File: src/hw/rtl/ilc_pkg.sv
// ============================================================================
// ilc_pkg
// Types and character constants shared by the integer literal classifier.
// ============================================================================
package ilc_pkg;

    // Token classes as they appear on the result port.
    typedef enum logic [1:0] {
        CLS_OCT = 2'd0,
        CLS_DEC = 2'd1,
        CLS_HEX = 2'd2,
        CLS_UNK = 2'd3
    } t_cls;

    // Work handed from the scanner to the counter stage.
    typedef struct packed {
        logic emit;   // a token closed: produce a result beat
        logic clear;  // end of text: zero the counts after any result
        t_cls cls;
    } t_op;

    localparam int unsigned OUT_COUNT_WIDTH = 16;

    localparam logic [7:0] CHR_NUL   = 8'h00;
    localparam logic [7:0] CHR_ZERO  = 8'h30;
    localparam logic [7:0] CHR_SEVEN = 8'h37;
    localparam logic [7:0] CHR_NINE  = 8'h39;
    localparam logic [7:0] CHR_MINUS = 8'h2D;
    localparam logic [7:0] CHR_X_LO  = 8'h78;
    localparam logic [7:0] CHR_X_UP  = 8'h58;
    localparam logic [7:0] CHR_A_UP  = 8'h41;
    localparam logic [7:0] CHR_F_UP  = 8'h46;
    localparam logic [7:0] CHR_A_LO  = 8'h61;
    localparam logic [7:0] CHR_F_LO  = 8'h66;
    localparam logic [7:0] SEP_RESET = 8'h26;

endpackage

File: src/hw/rtl/ilc_front.sv
// ============================================================================
// ilc_front
// Byte scanner: splits tokens at the separator and runs the literal automaton.
// ============================================================================
module ilc_front (
    input  logic           i_clk,
    input  logic           i_rst_n,
    input  logic           i_cfg_we,
    input  logic [7:0]     i_cfg_wdata,
    input  logic           i_valid,
    output logic           o_ready,
    input  logic [7:0]     i_char_code,
    input  logic           i_end_of_text,
    input  logic           i_q_full,
    output logic           o_push,
    output ilc_pkg::t_op   o_push_op
);
    import ilc_pkg::*;

    typedef enum logic [2:0] {
        ST_START = 3'd0,
        ST_OCT1  = 3'd1,
        ST_OCT2  = 3'd2,
        ST_HEX1  = 3'd3,
        ST_HEX2  = 3'd4,
        ST_DEC   = 3'd5,
        ST_MINUS = 3'd6,
        ST_UNK   = 3'd7
    } t_scan;

    t_scan      r_state, n_state;
    logic       r_open, n_open;
    logic [7:0] r_sep;
    logic       accept, is_eot, is_sep;
    t_scan      step_state;
    t_cls       cur_cls;

    function automatic logic f_dec(input logic [7:0] c);
        return (c >= CHR_ZERO) && (c <= CHR_NINE);
    endfunction

    function automatic logic f_oct(input logic [7:0] c);
        return (c >= CHR_ZERO) && (c <= CHR_SEVEN);
    endfunction

    function automatic logic f_hex(input logic [7:0] c);
        return f_dec(c) || ((c >= CHR_A_UP) && (c <= CHR_F_UP))
            || ((c >= CHR_A_LO) && (c <= CHR_F_LO));
    endfunction

    assign o_ready = !i_q_full;
    assign accept  = i_valid && o_ready;
    assign is_eot  = i_end_of_text || (i_char_code == CHR_NUL);
    assign is_sep  = (i_char_code == r_sep);

    always_comb begin
        unique case (r_state)
            ST_START: begin
                if (i_char_code == CHR_ZERO)       step_state = ST_OCT1;
                else if (f_dec(i_char_code))       step_state = ST_DEC;
                else if (i_char_code == CHR_MINUS) step_state = ST_MINUS;
                else                               step_state = ST_UNK;
            end
            ST_OCT1: begin
                if (i_char_code == CHR_X_LO || i_char_code == CHR_X_UP) step_state = ST_HEX1;
                else if (f_oct(i_char_code))                            step_state = ST_OCT2;
                else                                                    step_state = ST_UNK;
            end
            ST_OCT2:          step_state = f_oct(i_char_code) ? ST_OCT2 : ST_UNK;
            ST_HEX1, ST_HEX2: step_state = f_hex(i_char_code) ? ST_HEX2 : ST_UNK;
            ST_DEC, ST_MINUS: step_state = f_dec(i_char_code) ? ST_DEC : ST_UNK;
            ST_UNK:           step_state = ST_UNK;
        endcase
    end

    always_comb begin
        unique case (r_state)
            ST_OCT1, ST_OCT2: cur_cls = CLS_OCT;
            ST_HEX2:          cur_cls = CLS_HEX;
            ST_DEC:           cur_cls = CLS_DEC;
            ST_START, ST_HEX1, ST_MINUS, ST_UNK: cur_cls = CLS_UNK;
        endcase
    end

    always_comb begin
        n_state         = r_state;
        n_open          = r_open;
        o_push          = 1'b0;
        o_push_op.emit  = r_open;
        o_push_op.clear = 1'b0;
        o_push_op.cls   = cur_cls;
        if (accept) begin
            priority if (is_eot) begin
                // End of text always travels down, so the counts clear in order.
                o_push          = 1'b1;
                o_push_op.clear = 1'b1;
                n_state         = ST_START;
                n_open          = 1'b0;
            end else if (is_sep) begin
                o_push  = r_open;
                n_state = ST_START;
                n_open  = 1'b0;
            end else begin
                n_state = step_state;
                n_open  = 1'b1;
            end
        end
    end

    always_ff @(posedge i_clk) begin
        if (!i_rst_n) begin
            r_state <= ST_START;
            r_open  <= 1'b0;
            r_sep   <= SEP_RESET;
        end else begin
            r_state <= n_state;
            r_open  <= n_open;
            if (i_cfg_we) begin
                r_sep <= i_cfg_wdata;
            end
        end
    end

endmodule

File: src/hw/rtl/ilc_queue.sv
// ============================================================================
// ilc_queue
// Two-entry register queue between the scanner and the counter stage.
// ============================================================================
module ilc_queue (
    input  logic           i_clk,
    input  logic           i_rst_n,
    input  logic           i_push,
    input  ilc_pkg::t_op   i_push_op,
    output logic           o_full,
    input  logic           i_pop,
    output logic           o_head_valid,
    output ilc_pkg::t_op   o_head_op
);
    import ilc_pkg::*;

    t_op        r_entry [2];
    logic       r_wr_ptr, r_rd_ptr;
    logic [1:0] r_fill;

    assign o_full       = (r_fill == 2'd2);
    assign o_head_valid = (r_fill != 2'd0);
    assign o_head_op    = r_entry[r_rd_ptr];

    always_ff @(posedge i_clk) begin
        if (i_push) begin
            r_entry[r_wr_ptr] <= i_push_op;
        end
    end

    always_ff @(posedge i_clk) begin
        if (!i_rst_n) begin
            r_wr_ptr <= 1'b0;
            r_rd_ptr <= 1'b0;
            r_fill   <= 2'd0;
        end else begin
            if (i_push) begin
                r_wr_ptr <= !r_wr_ptr;
            end
            if (i_pop) begin
                r_rd_ptr <= !r_rd_ptr;
            end
            unique case ({i_push, i_pop})
                2'b10:        r_fill <= r_fill + 2'd1;
                2'b01:        r_fill <= r_fill - 2'd1;
                2'b00, 2'b11: r_fill <= r_fill;
            endcase
        end
    end

endmodule

File: src/hw/rtl/ilc_back.sv
// ============================================================================
// ilc_back
// Counter stage: keeps the saturating class counts and the result register.
// ============================================================================
module ilc_back #(
    parameter int unsigned COUNT_WIDTH = 16
) (
    input  logic                                 i_clk,
    input  logic                                 i_rst_n,
    input  logic                                 i_head_valid,
    input  ilc_pkg::t_op                         i_head_op,
    output logic                                 o_pop,
    output logic                                 o_valid,
    input  logic                                 i_ready,
    output ilc_pkg::t_cls                        o_token_class,
    output logic [ilc_pkg::OUT_COUNT_WIDTH-1:0]  o_class_count
);
    import ilc_pkg::*;

    localparam logic [COUNT_WIDTH-1:0] COUNT_MAX = '1;

    logic [COUNT_WIDTH-1:0] r_oct, r_dec, r_hex;
    logic [COUNT_WIDTH-1:0] cur_count, new_count;
    logic [COUNT_WIDTH+OUT_COUNT_WIDTH-1:0] wide_count;
    logic                   r_valid;
    t_cls                   r_cls;
    logic [OUT_COUNT_WIDTH-1:0] r_count;

    // A result beat needs a free output register; a bare clear does not.
    assign o_pop = i_head_valid && (!i_head_op.emit || !r_valid || i_ready);

    always_comb begin
        unique case (i_head_op.cls)
            CLS_OCT: cur_count = r_oct;
            CLS_DEC: cur_count = r_dec;
            CLS_HEX: cur_count = r_hex;
            CLS_UNK: cur_count = '0;
        endcase
    end

    always_comb begin
        if (i_head_op.cls == CLS_UNK)      new_count = '0;
        else if (cur_count == COUNT_MAX)   new_count = cur_count;
        else                               new_count = cur_count + 1'b1;
    end

    assign wide_count = {{OUT_COUNT_WIDTH{1'b0}}, new_count};

    always_ff @(posedge i_clk) begin
        if (o_pop && i_head_op.emit) begin
            r_cls   <= i_head_op.cls;
            r_count <= wide_count[OUT_COUNT_WIDTH-1:0];
        end
    end

    always_ff @(posedge i_clk) begin
        if (!i_rst_n) begin
            r_valid <= 1'b0;
            r_oct   <= '0;
            r_dec   <= '0;
            r_hex   <= '0;
        end else begin
            if (i_ready) begin
                r_valid <= 1'b0;
            end
            if (o_pop) begin
                if (i_head_op.emit) begin
                    r_valid <= 1'b1;
                    unique case (i_head_op.cls)
                        CLS_OCT: r_oct <= new_count;
                        CLS_DEC: r_dec <= new_count;
                        CLS_HEX: r_hex <= new_count;
                        CLS_UNK: ;
                    endcase
                end
                if (i_head_op.clear) begin
                    r_oct <= '0;
                    r_dec <= '0;
                    r_hex <= '0;
                end
            end
        end
    end

    assign o_valid       = r_valid;
    assign o_token_class = r_cls;
    assign o_class_count = r_count;

endmodule

File: src/hw/rtl/integer_literal_classifier.sv
// ============================================================================
// integer_literal_classifier
// Splits a byte stream into tokens and classifies each as a C integer literal.
// ============================================================================
// Usage
//   Input channel (i_valid / o_ready): one text byte per beat on i_char_code,
//   with i_end_of_text marking end of text. A zero byte also ends the text.
//   Output channel (o_valid / i_ready): one beat per closed non-empty token,
//   giving its class (octal, decimal, hexadecimal, unrecognised) and the
//   saturating running count of that class, zero for unrecognised tokens.
//   Configuration: i_cfg_we writes i_cfg_wdata into the separator register at
//   once; write it only while the block is idle.
//   Result path: the beat that closes a token is written into the queue, and
//   the counter stage then loads the result register, which raises o_valid.
//   Throughput: one byte per cycle while the queue is not full; the byte
//   scanner's state update is the only per-byte loop.
//   Reset (synchronous, active low) returns the scanner to its start state,
//   empties the queue, zeroes the counts and restores the separator to '&'.
//   When the receiver stalls, the result stays in the output register and a
//   two-entry queue absorbs further closed tokens; the input is held off only
//   once that queue is full.
// ============================================================================
module integer_literal_classifier #(
    parameter int unsigned COUNT_WIDTH = 16
) (
    input  logic        i_clk,
    input  logic        i_rst_n,
    input  logic        i_cfg_we,
    input  logic [7:0]  i_cfg_wdata,
    input  logic        i_valid,
    output logic        o_ready,
    input  logic [7:0]  i_char_code,
    input  logic        i_end_of_text,
    output logic        o_valid,
    input  logic        i_ready,
    output logic [1:0]  o_token_class,
    output logic [15:0] o_class_count
);
    import ilc_pkg::*;

    // Work items from the scanner; each closed token or end of text is one.
    logic push, q_full, pop, head_valid;
    t_op  push_op, head_op;
    t_cls token_class;

    // The scanner tracks the automaton state and the separator register.
    ilc_front u_front (
        .i_clk        (i_clk),
        .i_rst_n      (i_rst_n),
        .i_cfg_we     (i_cfg_we),
        .i_cfg_wdata  (i_cfg_wdata),
        .i_valid      (i_valid),
        .o_ready      (o_ready),
        .i_char_code  (i_char_code),
        .i_end_of_text(i_end_of_text),
        .i_q_full     (q_full),
        .o_push       (push),
        .o_push_op    (push_op)
    );

    // The queue decouples the scanner from a stalled output.
    ilc_queue u_queue (
        .i_clk       (i_clk),
        .i_rst_n     (i_rst_n),
        .i_push      (push),
        .i_push_op   (push_op),
        .o_full      (q_full),
        .i_pop       (pop),
        .o_head_valid(head_valid),
        .o_head_op   (head_op)
    );

    // The counter stage bumps counts, clears them at end of text and drives
    // the result register.
    ilc_back #(
        .COUNT_WIDTH(COUNT_WIDTH)
    ) u_back (
        .i_clk        (i_clk),
        .i_rst_n      (i_rst_n),
        .i_head_valid (head_valid),
        .i_head_op    (head_op),
        .o_pop        (pop),
        .o_valid      (o_valid),
        .i_ready      (i_ready),
        .o_token_class(token_class),
        .o_class_count(o_class_count)
    );

    assign o_token_class = token_class;

endmodule

File: config.mk
export PLATFORM = sky130hd
export DESIGN_NAME = integer_literal_classifier
export DESIGN_NICKNAME = d
export VERILOG_FILES = /design/src/hw/rtl/ilc_pkg.sv /design/src/hw/rtl/ilc_front.sv /design/src/hw/rtl/ilc_queue.sv /design/src/hw/rtl/ilc_back.sv /design/src/hw/rtl/integer_literal_classifier.sv
export SDC_FILE = /design/constraint.sdc
export NUM_CORES = 1
export LEC_CHECK = 0
export ABC_AREA = 1
export BUFFER_PORTS_ARGS = -buffer_cell sky130_fd_sc_hd__buf_2
export CAP_MARGIN = 20
export CORE_MARGIN = 8
export CORE_UTILIZATION = 32
export DETAILED_ROUTE_END_ITERATION = 7
export PLACE_DENSITY = 0.46
export SYNTH_ARGS = -nofsm -noshare
export SYNTH_HDL_FRONTEND = slang
export SYNTH_SLANG_ARGS = --single-unit
File: constraint.sdc
create_clock -name i_clk -period 3.2 [get_ports i_clk]
set_input_delay 0.64 -clock i_clk [delete_from_list [all_inputs] [get_ports i_clk]]
set_output_delay 0.64 -clock i_clk [all_outputs]
set_load 0.02 [all_outputs]
# Word-level counts from Yosys, hierarchy flattened
# Memory sizes are Yosys's and may differ from the RTL's. A register that Yosys moved wholly into a read port is not among the register bits.
# Index checks and enable logic that the tools add are counted.
# classes
n_addsub	3
n_mul	0
n_div	0
n_lt_le_gt_ge	7
eq_ne	20
shifts	0
mux	39
bitwise_logic	0
reduce_logical	33
# ops
operator	count
16-bit 2-to-1 mux	11
16-bit case mux with 4 select lines	1
3-bit 2-to-1 mux	8
3-bit case mux with 6 select lines	1
16-bit by 1-bit adder with 16-bit output (second input constant)	1
16-bit equality test (second input constant)	1
8-bit by 6-bit equality test with 1-bit output (second input constant)	2
8-bit by 7-bit equality test with 1-bit output (second input constant)	2
8-bit by 7-bit greater-or-equal comparator with 1-bit output (second input constant)	2
8-bit by 6-bit <= comparator with 1-bit output (second input constant)	2
8-bit by 7-bit <= comparator with 1-bit output (second input constant)	2
1-bit 2-to-1 mux	15
3-bit equality test (second input constant)	4
2-bit equality test (second input constant)	5
2-bit nonzero test	5
3-bit AND reduction	3
8-bit equality test	1
8-bit by 6-bit greater-or-equal comparator with 1-bit output (second input constant)	1
8-bit zero test	1
1-bit logical AND	7
3-bit by 2-bit equality test with 1-bit output (second input constant)	2
1-bit logical OR	6
2-bit OR reduction	3
1-bit zero test	5
other kinds (8)	11
# word_totals
register_bits	83
latchBits	0
ramBits	8
mem_bits_ro	16
input_bits	22
output_inout_bits	20
elab_cells	116
memories	2
# memory_table
name	words	width	rd	rd_clocked_by_memory_dff	write_ports	line_no	rtl
(name not given)	8	2	1	1	0	ilc_front.sv:77	unique case (r_state)
u_queue.r_entry	2	4	1	1	1	ilc_queue.sv:17	t_op r_entry [2];

# Depth between registers and ports, before layout
# Gate-level depths: netlist of run 1.
# depth
ltp_word	10
ltp_mapped	21
mapped_depth_nobuf	19

# Hierarchy
# From an unflattened synthesis of run 1, not the netlist that was laid out.
# hier_totals
hier_cells	679
hier_area_um2	5094.9
# modules_own_cells
mod	instances	cells_per_inst	area_each_um2	seq_area_each_um2
ilc_back	1	447	3467.1	1521.5
ilc_front	1	187	1117.3	280.3
ilc_queue	1	45	510.5	340.3

# Worst setup path before layout of run 1
# Ideal clock, no wire load.
# synth_path
kind	reg2reg
from	register with a tool-made name
to	register u_back.r_hex[1]
setup_ns	0.067
arrival_ns	2.379
required_ns	3.133
setup_slack_ns	0.753
stages_incl_launch_ff	22
path_buffers	3
period_less_slack_ns	2.447
cell_sequence	dfxtp_1 -> buf_6 -> inv_4 -> nand2_2 -> nand2_4 -> buf_6 -> nor2_1 -> nor2_1 -> nand2_1 -> nor2_2 -> ha_1 -> inv_1 -> nor2_1 -> nand2_2 -> nor2_8 -> nand2_4 -> buf_6 -> nand2_2 -> nand3_2 -> nor2_4 -> nand2_1 -> a21oi_2
# synth_lines
item	line_no	rtl
to (signal assigned)	ilc_back.sv:72	CLS_HEX: r_hex <= new_count;
to (decl)	ilc_back.sv:22	logic [COUNT_WIDTH-1:0] r_oct, r_dec, r_hex;

==> implementation parameters, run 1 <==
Parameter                              Value

STA
  Final count of hold timing violations ... 0
  Slew margin rel. ... 53.69%
  Measured slew at the worst slew-check pin ... 0.6939 ns
  Number of max-slew violations in the final report ... 0
  Post-layout minimum cycle time ... approximately 2.9 ns
  Final clock skew ... 0.01232 ns
  Final number of setup-violating endpoints ... 0
  Accumulated negative setup slack ... 0 ns
  RSZ-0062 raised after global routing ... no
  Upper clock frequency limit ... 0.3487 GHz
  Final period utilization ... 89.63%

Setup path
  Critical Path Start Type ... flip-flop
  Largest fanout on the critical path ... 12
  Arrival time of data at the critical path endpoint ... 3.14 ns
  Critical path endpoint category ... flip-flop
  FF-to-FF path depth ... 19
  Endpoint required time on the critical path ... 3.47 ns
  Start-to-end type of the worst setup path ... reg2reg
  Flop2flop setup slack ... 0.33 ns

Synth
  Largest area contributor in the synthesized netlist ... sky130_fd_sc_hd__dfxtp_1
  Post-synthesis instance area ... between 0.004 and 0.005 mm²
  Leading cell types by total area after synthesis ... sky130_fd_sc_hd__dfxtp_1 28%, sky130_fd_sc_hd__edfxtp_1 16%, sky130_fd_sc_hd__nand2_1 14%, sky130_fd_sc_hd__a21oi_1 5.9%, sky130_fd_sc_hd__nand3_1 5.7%
  #FFs+latches synth ... 94
  Most common flop cell mapped by yosys ... sky130_fd_sc_hd__dfxtp_1
  Sequential-to-total area share from yosys stat ... approximately 44%
  Synthesized Nets ... 693
  Proportion of synthesized flip-flops having asynchronous set or reset ... 0%
  Count of cell types in the netlist ... 39
  EDFF count, synth ... 26
  Mean instance size in the synthesized netlist ... roughly 7.4 µm²
  Synth warnings ... 0
  Portion of synthesized cell area occupied by the leading cell type ... 27.76%
  Synthesized netlist cell count ... 667

Finish
  Sequential cell area ... 0.002143 mm²
  Most common cell after layout, fill and taps aside ... sky130_fd_sc_hd__nand2_1
  Post-route cell area ... ~0.0056 mm²
  Area used by multi-input combinational logic ... 0.002365 mm²
  Top library cells by usage in the layout, fill and taps aside ... 178 x sky130_fd_sc_hd__nand2_1, 67 x sky130_fd_sc_hd__inv_1, 67 x sky130_fd_sc_hd__dfxtp_1, 59 x sky130_fd_sc_hd__nor2_1, 58 x sky130_fd_sc_hd__a21oi_1
  Area growth, synth to finish ... 13.60%
  N_diodes ... 0
  Fraction of final layout cells sized beyond drive strength 1 ... 14.95%
  Post-layout net count ... 730
  Number of filler cells placed in the layout ... 1,598

Die
  Overall die width ... 139.8 µm
  Die area ... 0.01955 mm²
  Die extent in y ... 139.8 µm
  Starting utilization of the core area ... 32.50%
  Standard-cell rows ... 45
  Core Box Area ... 0.01509 mm²
  Ports placed on the boundary ... 42

Outcome
  Run status ... complete, no violations

CTS
  Number of buffers on the longest clock path ... 2
  Insertion delay of the later-clocked pin in the worst-skew pair ... 0.35 ns
  Number of clock buffers inserted by TritonCTS ... 9
  Clock tree from TritonCTS ... yes
  Setup repair bufs after CTS ... 0
  Root Driver ... sky130_fd_sc_hd__clkbuf_16
  H-Tree Depth ... 3
  Clk sinks ... 94
  CTS clock-pin slew for the worst setup and hold paths ... 0.07 ns

Place
  Final HPWL DP ... 9.618 mm
  Count of buffers inserted at the top-level ports ... 41
  Placed cell area ... 0.005288 mm²
  Final estimated routing congestion in global placement ... 0.8762

Detailed routing
  Total detailed-routing wirelength ... 13.43 mm
  Detail Route Antenna Nets ... 0
  Via density per instance ... 4.875
  Remaining DRCs ... 0
  Pre-antenna DRT Iters ... 5
  DR vias ... 4,373
  Post-detailed-route wirelength per cell ... about 15 µm
  Number of DRC markers in iteration 0 ... around 260

Global routing
  Total global routing overflow ... 0
  Maximum number of pins on one net before global-route repair ... 41
  Initial antenna violation count ... 0
  Wire length of the first global-routing pass ... 21.82 mm
  Global routing usage summed across all routing layers ... 14.01%
  Number of global-route vias before repair ... 4,282

Power and ir drop
  Power per cell area ... ~800 mW/mm²
  Leakage component of the power ... 2.374 nW
  Max VDD drop ... 269.1 µV
  Total power ... roughly 0.0045 W

Hold path
  Worst Hold Depth ... 0
  Class of the worst hold path ... reg2reg

Flow run
  Reported max-cap violation count ... 0
-- worst max-delay path, cell delays in order, from the launching register on --
cell	delay, ns
sky130_fd_sc_hd__dfxtp_2	0.45
sky130_fd_sc_hd__inv_4	0.07
sky130_fd_sc_hd__nand2_2	0.09
sky130_fd_sc_hd__nand2_4	0.12
sky130_fd_sc_hd__nand2_2	0.12
sky130_fd_sc_hd__inv_1	0.08
sky130_fd_sc_hd__nor2_1	0.09
sky130_fd_sc_hd__nand2_1	0.06
sky130_fd_sc_hd__nor2_2	0.19
sky130_fd_sc_hd__ha_1	0.28
sky130_fd_sc_hd__inv_1	0.06
sky130_fd_sc_hd__nor2_1	0.12
sky130_fd_sc_hd__nand2_2	0.12
sky130_fd_sc_hd__nor2_8	0.20
sky130_fd_sc_hd__nand2_4	0.14
sky130_fd_sc_hd__nand2_1	0.09
sky130_fd_sc_hd__nand3_1	0.10
sky130_fd_sc_hd__nor2_1	0.19
sky130_fd_sc_hd__nand2_1	0.07
sky130_fd_sc_hd__a21oi_1	0.13
-- state kept, by name, indices dropped and copies added, names as in the netlist, named ones only --
| register | cells |
|---|---|
| u_queue.r_fill | 2 |
| u_front.cur_cls | 2 |
| u_front.r_sep | 8 |
| u_front.r_state | 3 |
| u_front.r_open | 1 |
| u_back.r_dec | 16 |
| u_queue.r_wr_ptr | 1 |
| u_back.r_hex | 16 |
| u_queue.r_entry | 8 |
| u_back.o_token_class | 2 |
| u_back.r_oct | 16 |
| u_back.o_valid | 1 |
| u_back.o_class_count | 16 |
| u_queue.r_rd_ptr | 1 |
-- Yosys cell counts (2+ instances only) --
| library cell | instances |
|---|---|
| sky130_fd_sc_hd__and2_1 | 3 |
| sky130_fd_sc_hd__ha_1 | 4 |
| sky130_fd_sc_hd__a21oi_2 | 2 |
| sky130_fd_sc_hd__nand2_1 | 178 |
| sky130_fd_sc_hd__o21ai_1 | 5 |
| sky130_fd_sc_hd__nor2_2 | 4 |
| sky130_fd_sc_hd__nand3_1 | 56 |
| sky130_fd_sc_hd__nand4_1 | 12 |
| sky130_fd_sc_hd__xor2_1 | 14 |
| sky130_fd_sc_hd__nor2_4 | 3 |
| sky130_fd_sc_hd__o21ai_0 | 34 |
| sky130_fd_sc_hd__or2_2 | 5 |
| sky130_fd_sc_hd__nand3_2 | 3 |
| sky130_fd_sc_hd__buf_6 | 5 |
| sky130_fd_sc_hd__edfxtp_1 | 26 |
| sky130_fd_sc_hd__a21oi_1 | 58 |
| sky130_fd_sc_hd__nor2_1 | 59 |
| sky130_fd_sc_hd__nor4_1 | 2 |
| sky130_fd_sc_hd__nand2_2 | 14 |
| sky130_fd_sc_hd__nor3_1 | 4 |
| sky130_fd_sc_hd__inv_1 | 67 |
| sky130_fd_sc_hd__dfxtp_1 | 68 |
| sky130_fd_sc_hd__buf_2 | 4 |
| sky130_fd_sc_hd__nand2_4 | 3 |
| sky130_fd_sc_hd__clkbuf_1 | 14 |
| sky130_fd_sc_hd__nand3b_1 | 7 |
-- layout make-up --
class,instances,area share [%]
Sequential cell,94,38.47
Multi-Input combinational cell,478,42.44
Inverter,70,4.761
Clock inverter,4,0.8309
Timing Repair Buffer,51,5.030
Clock buffer,12,4.244
Tap cell,188,4.222
-- power by group --
group / leakage [nW] / switching (W) / internal, W
clock: 0.141 / 0.000450 / 0.000605
combinational: 1.44 / 0.00130 / 0.000504
sequential: 0.798 / 0.000133 / 0.00156
-- logic make-up after synthesis --
logic type,Yosys count,share of synthesized area (%)
AND/OR/NAND/NOR,354,32.83
AO/OA/AOI/OAI,106,11.71
buffers and inverters,95,8.265
flip-flops,94,43.67
XOR/XNOR,14,2.500
adder cells (fa/ha/maj),4,1.020
-- through the flow --
stage          utilization (%)  hold slack (ns)  instances  setup slack, ns
6_report                 36.92           0.4350        897           0.3319
5_1_grt                  36.92           0.4447        897          0.04346
4_1_cts                  36.92           0.4387        897           0.2034
3_5_place_dp             35.04           0.4288        881           0.2173
3_3_place_gp             35.04           0.4194        881           0.3632
2_1_floorplan                -           0.4037        667           0.7532
-- path summary, 6_finish.rpt --
kind / to / startpoint
setup reg to reg: u_back.r_dec[0] / flip-flop
hold reg to reg: u_queue.r_entry[1][1] / u_front.cur_cls[1]
hold / removal: u_queue.r_entry[1][1] / u_front.cur_cls[1]
setup / recovery: u_back.r_dec[0] / flip-flop
-- metal layers --
metal	vias to the layer above	share of wire, %	global-route usage, %
li1	2239	-	-
met1	2035	48	17.55
met2	88	47	23.63
met3	11	3.4	2.736
met4	0	0.92	4.629
met5	-	0	0
-- what timing repair did --
action                                  CTS  global route
endpoints found under the setup margin    0             8
gates resized for setup                   0             1
hold buffers                              0             0
No activity file was read; power rests on OpenSTA's default activity.
==> run 2, diff against run 1 <==
--- a/config.mk
+++ b/config.mk
@@ -8,10 +8,12 @@
 export ABC_AREA = 1
 export BUFFER_PORTS_ARGS = -buffer_cell sky130_fd_sc_hd__buf_2
 export CAP_MARGIN = 20
+export CELL_PAD_IN_SITES_DETAIL_PLACEMENT = 1
+export CELL_PAD_IN_SITES_GLOBAL_PLACEMENT = 1
 export CORE_MARGIN = 8
 export CORE_UTILIZATION = 32
 export DETAILED_ROUTE_END_ITERATION = 7
-export PLACE_DENSITY = 0.46
+export PLACE_DENSITY = 0.59
 export SYNTH_ARGS = -nofsm -noshare
 export SYNTH_HDL_FRONTEND = slang
 export SYNTH_SLANG_ARGS = --single-unit
==> run 2 against run 1 <==
Compared with the run above:
- critical endpoint is now u_back.r_hex[0]
- non-clock buffer count increased by 2
- first-iteration DRC count fell by 13%
- power is 1.5% higher
- worst setup slack improved by 0.065 ns
==> implementation parameters, run 2 (synthesis results as in run 1) <==
Parameter                              Value

Finish
  Post-layout net count ... 732
  Number of filler cells placed in the layout ... 1,912
  Area growth, synth to finish ... 13.90%
  N_diodes ... 0
  Share of the core filled with cells in the final layout ... roughly 37%
  Top library cells by usage in the layout, fill and taps aside ... 178 x sky130_fd_sc_hd__nand2_1, 67 x sky130_fd_sc_hd__inv_1, 67 x sky130_fd_sc_hd__dfxtp_1, 59 x sky130_fd_sc_hd__nor2_1, 58 x sky130_fd_sc_hd__a21oi_1
  Fraction of final layout cells sized beyond drive strength 1 ... 14.91%
  Most common cell after layout, fill and taps aside ... sky130_fd_sc_hd__nand2_1

STA
  Measured slew at the worst slew-check pin ... 0.7516 ns
  RSZ-0062 raised after global routing ... no
  Final count of hold timing violations ... 0
  Upper clock frequency limit ... 0.3567 GHz
  Final number of setup-violating endpoints ... 0
  Number of max-slew violations in the final report ... 0
  Final period utilization ... 87.60%
  Slew margin rel. ... 49.84%
  Final clock skew ... 0.01023 ns
  Accumulated negative setup slack ... 0 ns
  Post-layout minimum cycle time ... about 2.8 ns
  Worst slack on hold paths ... around 0.44 ns

Global routing
  Initial antenna violation count ... 0
  Number of global-route vias before repair ... 4,618
  Global routing usage summed across all routing layers ... 15.85%
  Total global routing overflow ... 0
  Maximum number of pins on one net before global-route repair ... 41
  Wire length of the first global-routing pass ... 24.36 mm

CTS
  Insertion delay of the later-clocked pin in the worst-skew pair ... 0.35 ns
  Number of clock buffers inserted by TritonCTS ... 9
  Root Driver ... sky130_fd_sc_hd__clkbuf_16
  CTS clock-pin slew for the worst setup and hold paths ... 0.07 ns
  Clk sinks ... 94
  Number of buffers inserted by hold repair at cts ... 0
  Clock tree from TritonCTS ... yes
  Number of buffers on the longest clock path ... 2
  H-Tree Depth ... 3

Detailed routing
  DR vias ... 4,480
  Via density per instance ... 4.983
  Number of DRC markers in iteration 0 ... about 220
  Total detailed-routing wirelength ... about 15 mm
  Remaining DRCs ... 0
  Detail Route Antenna Nets ... 0
  Pre-antenna DRT Iters ... 4
  Post-detailed-route wirelength per cell ... 16.89 µm

Setup path
  Largest fanout on the critical path ... 12
  Critical path cell sequence ... inv_4 -> nand2_2 -> nand2_4 -> nand2_2 -> inv_1 -> nor2_1 -> nand2_1 -> nor2_2 -> ha_1 -> inv_1 -> nor2_1 -> nand2_2 -> nor2_8 -> nand2_4 -> nand2_1 -> nand3_1 -> nor2_1 -> nand2_1 -> a21oi_1
  Critical path endpoint category ... flip-flop
  Critical path's slowest cell ... sky130_fd_sc_hd__dfxtp_2
  Start-to-end type of the worst setup path ... reg2reg
  Critical Path Start Type ... flip-flop
  Arrival time of data at the critical path endpoint ... between 3 and 4 ns
  Flop2flop setup slack ... 0.40 ns
  Critical path's top delay family ... simple AND/OR/NAND/NOR gates
  Largest stage delay on the critical path ... between 0.4 and 0.5 ns
  Endpoint required time on the critical path ... 3.48 ns
  Number of buffer and inverter stages on the critical path ... 3

Power and ir drop
  Share of total power in combinational logic ... 40.4%
  Max VDD drop ... 356.5 µV
  Leakage component of the power ... 2.380 nW
  Power per cell area ... between 800 and 900 mW/mm²
  Internal power of the cells ... 0.002672 W
  Net switching share of the total power ... 42.14%
  Clock share of power ... 22.9%
  Fraction of power consumed by sequential logic ... 36.7%
  Sw Pwr ... slightly below 0.002 W

Die
  Core Box Area ... 0.01509 mm²
  Starting utilization of the core area ... 32.50%
  Die extent in y ... about 140 µm
  Die area ... between 0.015 and 0.02 mm²
  Ports placed on the boundary ... 42
  Standard-cell rows ... 45
  Overall die width ... 139.8 µm

Hold path
  Hold path startpoint ... u_front.cur_cls[0]
  Class of the worst hold path ... reg2reg

Place
  Final HPWL DP ... 10.94 mm
  Count of buffers inserted at the top-level ports ... 41
  Final estimated routing congestion in global placement ... 0.8384

Flow run
  Reported max-cap violation count ... 0

Outcome
  Run status ... complete, no violations
-- run 2: cell count changes in the layout (fill, tap and decap cells not counted) --
cell                       change
sky130_fd_sc_hd__clkinv_1      +3
sky130_fd_sc_hd__buf_4         +2
sky130_fd_sc_hd__clkinv_4      +1
sky130_fd_sc_hd__inv_4         -1
sky130_fd_sc_hd__clkinv_2      -2
sky130_fd_sc_hd__clkbuf_1      -1
-- run 2: path summary, 6_finish.rpt --
path / to / cells past startpoint
min reg2reg: u_queue.r_entry[0][0] / 0
max: u_back.r_hex[0] / 19
min: u_queue.r_entry[0][0] / 0
max reg2reg: u_back.r_hex[0] / 19
-- run 2: timing repair --
| action | in CTS | in global routing |
|---|---|---|
| gates resized for setup | 0 | 1 |
| hold endpoints to repair | 0 | 0 |
| setup endpoints to repair | 0 | 4 |
| buffers inserted | 0 | 0 |
-- run 2: power by group through the flow --
stage	clock [W]	sequential [W]	combinational [W]
3_3_place_gp	0	0.00171	0.00186
2_1_floorplan	0	0.00178	0.00118
3_5_place_dp	0	0.00172	0.00188
4_1_cts	0.00110	0.00170	0.00189
5_1_grt	0.00113	0.00173	0.00208
6_report	0.00106	0.00170	0.00187
-- run 2: metal layers --
| layer | wire [µm] | up-vias | track usage (%) | share of wire, % |
|---|---|---|---|---|
| met5 | 0 | - | 0 | 0 |
| met4 | 216 | 0 | 5.657 | 1.4 |
| met3 | 591 | 12 | 3.044 | 3.9 |
| met2 | 7525 | 74 | 28.00 | 50 |
| met1 | 6850 | 2156 | 18.73 | 45 |
| li1 | - | 2238 | - | - |
-- run 2: cell type report --
cell class	instances	area [µm²]	share of cell area [%]
multi-input cells	478	2365	42.33
repair buffers	53	295.3	5.286
flip-flops and latches	94	2143	38.37
well taps	188	235.2	4.211
inverters	70	265.3	4.748
clock inverters	5	50.05	0.8959
clock buffers	11	232.7	4.166
-- run 2: metrics by stage --
stage | total power, W | area [µm²] | cells | setup slack [ns]
after floorplan | 0.002959 | 4905 | 667 | 0.7532
after global placement | 0.003568 | 5303 | 883 | 0.3291
after detailed placement | 0.003602 | 5303 | 883 | 0.2343
after CTS | 0.004690 | 5585 | 899 | 0.2145
after global routing | 0.004939 | 5587 | 899 | 0.09908
final | 0.004619 | 5587 | 899 | 0.3968
